`config.mk`:
```
export PLATFORM = sky130hd
export DESIGN_NAME = timestamp_priority_queue_unit
export DESIGN_NICKNAME = d
export VERILOG_FILES = /design/src/sv/tpq_pkg.sv /design/src/sv/timestamp_priority_queue_unit.sv /design/src/sv/tpq_store.sv /design/src/sv/tpq_key_cmp.sv
export SDC_FILE = /design/constraint.sdc
export NUM_CORES = 1
export LEC_CHECK = 0
export BUFFER_PORTS_ARGS = -buffer_cell sky130_fd_sc_hd__clkbuf_2
export CAP_MARGIN = 40
export CORE_ASPECT_RATIO = 1.25
export CORE_UTILIZATION = 65
export CTS_CLUSTER_SIZE = 16
export DETAILED_ROUTE_END_ITERATION = 10
export HOLD_SLACK_MARGIN = 0.03
export MAX_ROUTING_LAYER = met4
export PLACE_DENSITY = 0.94
export SLEW_MARGIN = 20
export SYNTH_ARGS = -nofsm -noshare
export SYNTH_HDL_FRONTEND = slang
export SYNTH_SLANG_ARGS = --single-unit
```
`constraint.sdc`:
```
create_clock -name clk_i -period 9.08 [get_ports clk_i]
set_input_delay 0.454 -clock clk_i [delete_from_list [all_inputs] [get_ports clk_i]]
set_output_delay 0.454 -clock clk_i [all_outputs]
set_load 0.05 [all_outputs]
```
`src/sv/tpq_pkg.sv`:
```
// Shared types and constants for the timestamp priority queue.
`default_nettype none
package tpq_pkg;

  // Fixed field widths at the block boundary
  localparam int unsigned PROC_W    = 4;
  localparam int unsigned TIME_IN_W = 16;
  localparam int unsigned FILL_W    = 5;
  localparam int unsigned STATUS_W  = 2;

  // Operation codes
  localparam logic OP_PUSH = 1'b0;
  localparam logic OP_POP  = 1'b1;

  // Result status codes
  localparam logic [STATUS_W-1:0] STATUS_OK    = 2'd0;
  localparam logic [STATUS_W-1:0] STATUS_FULL  = 2'd1;
  localparam logic [STATUS_W-1:0] STATUS_EMPTY = 2'd2;

endpackage
`default_nettype wire

```
`src/sv/timestamp_priority_queue_unit.sv`:
```
// Top level: sorted lock-request queue with an insert/shift sequencer.
//
// Usage: drive opcode_i (push or pop), req_time_i and req_proc_i with start_i
// high while busy_o is low; that edge accepts the command. Exactly one result
// beat follows: done_o is high for one cycle with status_o, entry_valid_o,
// entry_time_o, entry_proc_o and fill_count_o. The receiver cannot hold it
// off, so it must take the beat in that cycle.
// Push to a full queue and pop on an empty queue are answered the cycle
// after acceptance and leave the queue unchanged.
// A push walks down from the tail, one stored entry per cycle, moving larger
// entries up by one through the single compare unit until it finds its
// place, busy_o dropping with done_o. A pop answers the cycle after
// acceptance but stays busy while the rest shifts toward the head.
// The pace is set by the one memory read and one write per cycle; a new
// command is taken only once busy_o is low.
// Reset empties the queue at once; entry memory is not cleared.
`default_nettype none
module timestamp_priority_queue_unit #(
  parameter int unsigned DEPTH     = 16,
  parameter int unsigned TIME_BITS = 16
) (
  input  wire logic                             clk_i,
  input  wire logic                             rst_ni,
  input  wire logic                             start_i,
  output      logic                             busy_o,
  input  wire logic                             opcode_i,
  input  wire logic [tpq_pkg::TIME_IN_W-1:0]    req_time_i,
  input  wire logic [tpq_pkg::PROC_W-1:0]       req_proc_i,
  output      logic                             done_o,
  output      logic [tpq_pkg::STATUS_W-1:0]     status_o,
  output      logic                             entry_valid_o,
  output      logic [tpq_pkg::TIME_IN_W-1:0]    entry_time_o,
  output      logic [tpq_pkg::PROC_W-1:0]       entry_proc_o,
  output      logic [tpq_pkg::FILL_W-1:0]       fill_count_o
);

  import tpq_pkg::*;

  localparam int unsigned AW = $clog2(DEPTH);
  localparam int unsigned CW = $clog2(DEPTH + 1);
  localparam int unsigned EW = TIME_BITS + PROC_W;

  localparam logic [1:0] ST_IDLE = 2'd0;
  localparam logic [1:0] ST_INS  = 2'd1;
  localparam logic [1:0] ST_PUT  = 2'd2;
  localparam logic [1:0] ST_POP  = 2'd3;

  logic [1:0]           state_q, state_d;
  logic [CW-1:0]        count_q, count_d;
  logic [AW-1:0]        pos_q, pos_d;
  logic [AW-1:0]        idx_q, idx_d;
  logic [TIME_BITS-1:0] req_time_q, req_time_d;
  logic [PROC_W-1:0]    req_proc_q, req_proc_d;
  logic [TIME_BITS-1:0] head_time_q, head_time_d;
  logic [PROC_W-1:0]    head_proc_q, head_proc_d;
  logic                 done_q, done_d;
  logic [STATUS_W-1:0]  status_q, status_d;
  logic                 valid_q, valid_d;
  logic [TIME_IN_W-1:0] time_q, time_d;
  logic [PROC_W-1:0]    proc_q, proc_d;
  logic [FILL_W-1:0]    fill_q, fill_d;

  logic [TIME_BITS-1:0] emit_time;
  logic [PROC_W-1:0]    emit_proc;

  logic                 mem_we;
  logic [AW-1:0]        mem_waddr;
  logic [EW-1:0]        mem_wdata;
  logic [AW-1:0]        mem_raddr;
  logic [EW-1:0]        mem_rdata;
  logic [TIME_BITS-1:0] rd_time;
  logic [PROC_W-1:0]    rd_proc;
  logic                 req_less;

  logic [TIME_BITS+TIME_IN_W-1:0] in_time_ext;
  logic [TIME_BITS+TIME_IN_W-1:0] out_time_ext;
  logic [CW+FILL_W-1:0]           fill_ext;

  // Entry storage
  tpq_store #(
    .DEPTH (DEPTH),
    .WIDTH (EW)
  ) u_store (
    .clk_i   (clk_i),
    .we_i    (mem_we),
    .waddr_i (mem_waddr),
    .wdata_i (mem_wdata),
    .raddr_i (mem_raddr),
    .rdata_o (mem_rdata)
  );

  assign rd_time = mem_rdata[EW-1:PROC_W];
  assign rd_proc = mem_rdata[PROC_W-1:0];

  // Shared key compare: pending request against the entry just read
  tpq_key_cmp #(
    .TIME_BITS (TIME_BITS)
  ) u_cmp (
    .a_time_i (req_time_q),
    .a_proc_i (req_proc_q),
    .b_time_i (rd_time),
    .b_proc_i (rd_proc),
    .less_o   (req_less)
  );

  // Width fitting of the timestamp and fill count
  assign in_time_ext  = {{TIME_BITS{1'b0}}, req_time_i};
  assign out_time_ext = {{TIME_IN_W{1'b0}}, emit_time};
  assign fill_ext     = {{FILL_W{1'b0}}, count_d};
  assign time_d       = out_time_ext[TIME_IN_W-1:0];
  assign proc_d       = emit_proc;
  assign fill_d       = fill_ext[FILL_W-1:0];

  // Sequencer
  always_comb begin
    state_d     = state_q;
    count_d     = count_q;
    pos_d       = pos_q;
    idx_d       = idx_q;
    req_time_d  = req_time_q;
    req_proc_d  = req_proc_q;
    head_time_d = head_time_q;
    head_proc_d = head_proc_q;
    done_d      = 1'b0;
    status_d    = STATUS_OK;
    valid_d     = 1'b1;
    emit_time   = head_time_q;
    emit_proc   = head_proc_q;
    mem_we      = 1'b0;
    mem_waddr   = pos_q;
    mem_wdata   = {req_time_q, req_proc_q};
    mem_raddr   = '0;

    case (state_q)
      ST_IDLE: begin
        if (start_i) begin
          req_time_d = in_time_ext[TIME_BITS-1:0];
          req_proc_d = req_proc_i;
          if (opcode_i == OP_PUSH) begin
            if (count_q == CW'(DEPTH)) begin
              // full: drop, report current head
              done_d   = 1'b1;
              status_d = STATUS_FULL;
            end else if (count_q == '0) begin
              pos_d   = '0;
              state_d = ST_PUT;
            end else begin
              pos_d     = count_q[AW-1:0];
              mem_raddr = count_q[AW-1:0] - 1'b1;
              state_d   = ST_INS;
            end
          end else begin
            if (count_q == '0) begin
              done_d    = 1'b1;
              status_d  = STATUS_EMPTY;
              valid_d   = 1'b0;
              emit_time = '0;
              emit_proc = '0;
            end else begin
              // report head now, shift the rest down afterwards
              done_d  = 1'b1;
              count_d = count_q - 1'b1;
              if (count_q != CW'(1)) begin
                mem_raddr = AW'(1);
                idx_d     = '0;
                state_d   = ST_POP;
              end
            end
          end
        end
      end

      ST_INS: begin
        if (req_less) begin
          // move the larger entry up one place
          mem_we    = 1'b1;
          mem_waddr = pos_q;
          mem_wdata = mem_rdata;
          pos_d     = pos_q - 1'b1;
          if (pos_q == AW'(1)) begin
            state_d = ST_PUT;
          end else begin
            mem_raddr = pos_q - AW'(2);
          end
        end else begin
          // place found above the head
          mem_we  = 1'b1;
          count_d = count_q + 1'b1;
          done_d  = 1'b1;
          state_d = ST_IDLE;
        end
      end

      ST_PUT: begin
        // request lands at the head
        mem_we      = 1'b1;
        count_d     = count_q + 1'b1;
        head_time_d = req_time_q;
        head_proc_d = req_proc_q;
        emit_time   = req_time_q;
        emit_proc   = req_proc_q;
        done_d      = 1'b1;
        state_d     = ST_IDLE;
      end

      ST_POP: begin
        mem_we    = 1'b1;
        mem_waddr = idx_q;
        mem_wdata = mem_rdata;
        if (idx_q == '0) begin
          head_time_d = rd_time;
          head_proc_d = rd_proc;
        end
        if ((CW'(idx_q) + 1'b1) == count_q) begin
          state_d = ST_IDLE;
        end else begin
          mem_raddr = idx_q + AW'(2);
          idx_d     = idx_q + 1'b1;
        end
      end

      default: begin
        state_d = ST_IDLE;
      end
    endcase
  end

  // Control registers
  always_ff @(posedge clk_i or negedge rst_ni) begin
    if (!rst_ni) begin
      state_q <= ST_IDLE;
      count_q <= '0;
      pos_q   <= '0;
      idx_q   <= '0;
      done_q  <= 1'b0;
    end else begin
      state_q <= state_d;
      count_q <= count_d;
      pos_q   <= pos_d;
      idx_q   <= idx_d;
      done_q  <= done_d;
    end
  end

  // Payload registers
  always_ff @(posedge clk_i) begin
    req_time_q  <= req_time_d;
    req_proc_q  <= req_proc_d;
    head_time_q <= head_time_d;
    head_proc_q <= head_proc_d;
    if (done_d) begin
      status_q <= status_d;
      valid_q  <= valid_d;
      time_q   <= time_d;
      proc_q   <= proc_d;
      fill_q   <= fill_d;
    end
  end

  assign busy_o        = (state_q != ST_IDLE);
  assign done_o        = done_q;
  assign status_o      = status_q;
  assign entry_valid_o = valid_q;
  assign entry_time_o  = time_q;
  assign entry_proc_o  = proc_q;
  assign fill_count_o  = fill_q;

  // Checks
  a_count_bound : assert property (@(posedge clk_i) disable iff (!rst_ni)
    count_q <= CW'(DEPTH))
    else $error("entry count beyond depth");

  a_full_only_when_full : assert property (@(posedge clk_i) disable iff (!rst_ni)
    done_o && status_o == STATUS_FULL |-> count_q == CW'(DEPTH))
    else $error("full status while queue has room");

  a_empty_pop : assert property (@(posedge clk_i) disable iff (!rst_ni)
    start_i && !busy_o && opcode_i == OP_POP && count_q == '0
      |=> done_o && status_o == STATUS_EMPTY && !entry_valid_o)
    else $error("pop on empty queue not flagged");

  a_ok_has_entry : assert property (@(posedge clk_i) disable iff (!rst_ni)
    done_o && status_o == STATUS_OK |-> entry_valid_o)
    else $error("ok result without an entry");

  a_pop_walk_nonempty : assert property (@(posedge clk_i) disable iff (!rst_ni)
    state_q == ST_POP |-> count_q != '0)
    else $error("shift walk on an empty queue");

endmodule
`default_nettype wire

```
`src/sv/tpq_store.sv`:
```
// Entry memory: one write port, one read port with registered read data.
`default_nettype none
module tpq_store #(
  parameter int unsigned DEPTH = 16,
  parameter int unsigned WIDTH = 20
) (
  input  wire logic                     clk_i,
  input  wire logic                     we_i,
  input  wire logic [$clog2(DEPTH)-1:0] waddr_i,
  input  wire logic [WIDTH-1:0]         wdata_i,
  input  wire logic [$clog2(DEPTH)-1:0] raddr_i,
  output      logic [WIDTH-1:0]         rdata_o
);

  logic [WIDTH-1:0] mem [DEPTH];

  // Write port
  always_ff @(posedge clk_i) begin
    if (we_i) begin
      mem[waddr_i] <= wdata_i;
    end
  end

  // Registered read port
  always_ff @(posedge clk_i) begin
    rdata_o <= mem[raddr_i];
  end

endmodule
`default_nettype wire

```
`src/sv/tpq_key_cmp.sv`:
```
// Sort key comparator: timestamp first, process id as tie-break.
`default_nettype none
module tpq_key_cmp #(
  parameter int unsigned TIME_BITS = 16
) (
  input  wire logic [TIME_BITS-1:0]      a_time_i,
  input  wire logic [tpq_pkg::PROC_W-1:0] a_proc_i,
  input  wire logic [TIME_BITS-1:0]      b_time_i,
  input  wire logic [tpq_pkg::PROC_W-1:0] b_proc_i,
  output      logic                      less_o
);

  import tpq_pkg::*;

  // a strictly before b
  always_comb begin
    if (a_time_i != b_time_i) begin
      less_o = (a_time_i < b_time_i);
    end else begin
      less_o = (a_proc_i < b_proc_i);
    end
  end

endmodule
`default_nettype wire
```
==> impl_metrics.env <==
export IMPL_power_density_mw_per_mm2=414
export IMPL_crit_chain="inv_1 > ha_1 > nor3b_1 > nand2b_1 > ha_1 > a21oi_1 > o22a_1 > o21a_4 > buf_4 > nor3_2 > buf_4 > a22oi_1 > o211a_1"
export IMPL_period_minus_slack_ns=4.91
export IMPL_fill_cells=1349
export IMPL_power_switching_mw=3.25
export IMPL_pwr_share_comb_pct=41.1
export IMPL_fin_hold_ws_ns=0.0939
export IMPL_layout_commonest_cell="edfxtp_1"
export IMPL_grt_pass1_vias=11466
export IMPL_outcome="completed"
export IMPL_synthArstFlopShare_pct=3.77
export IMPL_syn_instance_count=1155
export IMPL_yosysWarnings=0
export IMPL_rsz0062_at_grt="false"
export IMPL_ys_types=59
export IMPL_grtUsageTotal_pct=35.2
export IMPL_ant_nets=0
export IMPL_worstSetupStartpointType="register"
export IMPL_path_clk_slew_ns=0.07
export IMPL_power_leakage_nw=7.21
export IMPL_power_frac_seq_pct=39.4
export IMPL_avgSynthCellArea_um2=15.2
export IMPL_cp_end_kind="register"
export IMPL_synth_nets=1210
export IMPL_drtIter0Drc=1645
export IMPL_grt_pass1_wl_um=68400
export IMPL_power_internal_mw=4.88
export IMPL_grt_max_degree=44
export IMPL_ys_top_cells_by_area="edfxtp_1, mux2i_1, dfrtp_1"
export IMPL_hp_class="in -> reg"
export IMPL_clockBufferDepth=3
export IMPL_syn_area_mm2=0.0175
export IMPL_clk_latency_ns=0.55
export IMPL_clock_fmax_ghz=0.204
export IMPL_p_clk_share_pct=19.5
export IMPL_cpPeakStageDelay_ns=0.68
export IMPL_switching_share_pct=40.0
export IMPL_viasPerCell=7.21
export IMPL_cts_sinks=424
export IMPL_cap_violations=0
export IMPL_crit_type="reg -> reg"
export IMPL_htree_levels=2
export IMPL_routedWlPerCell_um=28.7
export IMPL_worst_pin_slew_ns=0.787
export IMPL_synth_edf_count=388
export IMPL_n_antenna_cell=0
export IMPL_firstDrtPassIters=8
export IMPL_slew_headroom_pct=47.2
export IMPL_rows=66
export IMPL_port_buffers=53
export IMPL_design_die_area_mm2=0.0276
export IMPL_synth_top_area_share_pct=66.5
export IMPL_arrival_ns=5.39
export IMPL_num_vias=11569
export IMPL_hold_violations=0
export IMPL_core_area_mm2=0.0263
export IMPL_die_h_um=186
export IMPL_dp_hpwl_um=27000
export IMPL_fin_tns_setup_ns=0
export IMPL_path_max_fanout=43
export IMPL_io_pins=54
export IMPL_area_growth_pct=12.2
export IMPL_antenna_found_initial=0
export IMPL_clockRootBuffer="clkbuf_16"
export IMPL_synthFlopType="edfxtp_1"
export IMPL_start_util_pct=66.7
export IMPL_fin_util_pct=74.9
export IMPL_setup_viol=0
export IMPL_cts_buffers_inserted=38
export IMPL_cp_required_ns=9.56
export IMPL_ys_seq_area_share_pct=71.1
export IMPL_grt_overflow=0
export IMPL_yosys_register_bits=424
export IMPL_tritoncts="built"
export IMPL_cpMaxStageDelayCell="buf_4"
export IMPL_gp_congestion=0.950
export IMPL_fin_skew_ns=0.0232
export IMPL_synth_largest_area_cell="edfxtp_1"
export IMPL_nets=1290
export IMPL_finalCritPeriodShare_pct=54.1
export IMPL_ir_worst_vdd_uv=242
export IMPL_die_x_um=149
export IMPL_ctsResizeCount=0
export IMPL_drive_gt1_share_pct=15.7
export IMPL_drc=0
export IMPL_layout_common_cells="edfxtp_1, mux2i_1, nand2_1"
export IMPL_totalWireLength_um=46100
export IMPL_drv_slew=0
-- synth_stat cells, types with 6 or more instances --
cell type	instances
buf_6	7
o221ai_1	20
o22ai_1	6
a22oi_1	40
o211a_1	20
inv_1	32
edfxtp_1	388
a21oi_1	48
buf_2	18
a221oi_1	22
o21ai_0	52
clkbuf_1	36
nand3_1	10
nand2_1	82
mux2i_1	141
dfxtp_1	20
nand2b_1	6
ha_1	31
a22o_1	20
nor3_1	11
dfrtp_1	16
nor2_1	43
-- registers in the layout, indices dropped and copies added, names as in the netlist --
signal	flops
u_store.rdata_o	20
status_o	2
count_q	5
entry_time_o	16
entry_proc_o	4
u_store.mem	320
pos_q	4
done_o	1
req_time_q	16
idx_q	4
head_time_q	16
fill_count_o	5
entry_valid_o	1
head_proc_q	4
req_proc_q	4
state_q	2
-- cells by family (layout without fill, tap and decap cells) --
group	after synthesis	in the layout	synth area share (%)
flops	424	424	71.1
simple gates	176	176	4.38
mux	143	143	8.18
compound gates	274	274	11.2
fa+ha+maj	31	31	2.21
xor+xnor	5	5	0.250
buf+inv	102	212	2.72
-- layout make-up --
cell class / count / area [um2] / share of cell area (%)
Inverter: 34 / 128 / 0.649
Timing Repair Buffer: 108 / 734 / 3.74
Tap cell: 340 / 425 / 2.16
Multi-Input combinational cell: 629 / 4700 / 23.9
Clock inverter: 18 / 168 / 0.853
Clock buffer: 52 / 1050 / 5.36
Sequential cell: 424 / 12500 / 63.3
-- worst paths after layout --
| check | depth (start not counted) | from | end | slack [ns] |
|---|---|---|---|---|
| worst max-delay path | 13 | count_q[0] | u_store.rdata_o[1] | 4.17 |
| worst max register to register | 13 | count_q[0] | u_store.rdata_o[1] | 4.17 |
| worst min-delay path | 1 | req_time_i[12] | req_time_q[12] | 0.09 |
| max in group asynchronous | 2 | rst_ni | count_q[0] | 8.39 |
| min in group asynchronous | 2 | rst_ni | pos_q[2] | 0.38 |
| worst min register to register | 1 | head_time_q[14] | entry_time_o[14] | 0.54 |
-- stage by stage --
stage	setup WS [ns]	cell area [um2]	total power [mW]	cells
floorplan	5.01	17500	5.30	1155
global placement	4.08	18300	6.10	1525
finish	4.17	19700	8.13	1605
detailed placement	4.35	18400	6.38	1533
global route	3.94	19700	8.38	1605
CTS	4.32	19600	8.02	1604
-- critical path: cells and delay by family, from the launching register on --
family                     cells  cell delay [ns]
AOI/OAI and AO/OA              5             1.31
and+or+nand+nor                3             1.27
buffers and inverters          3             1.14
adders and majority gates      2             0.59
DFF                            1             0.50
-- power by group through the flow --
stage,logic (mW),clock network (mW),registers (mW)
3_3_place_gp,2.92,0,3.18
2_1_floorplan,1.94,0,3.36
3_5_place_dp,3.16,0,3.22
5_1_grt,3.50,1.66,3.23
6_report,3.34,1.59,3.20
4_1_cts,3.25,1.58,3.19
-- timing repair --
| item | 4_1_cts | 5_1_grt |
|---|---|---|
| hold buffers | 1 | 0 |
| setup buffers | 0 | 0 |
| hold endpoints to repair | 16 | 0 |
-- routing by layer --
metal,track usage [%],routed length [um]
met5,-,0
met2,56.4,22100
met1,41.5,15200
met3,6.40,5590
met4,22.1,3220
Power figures use the tool's default switching activity.
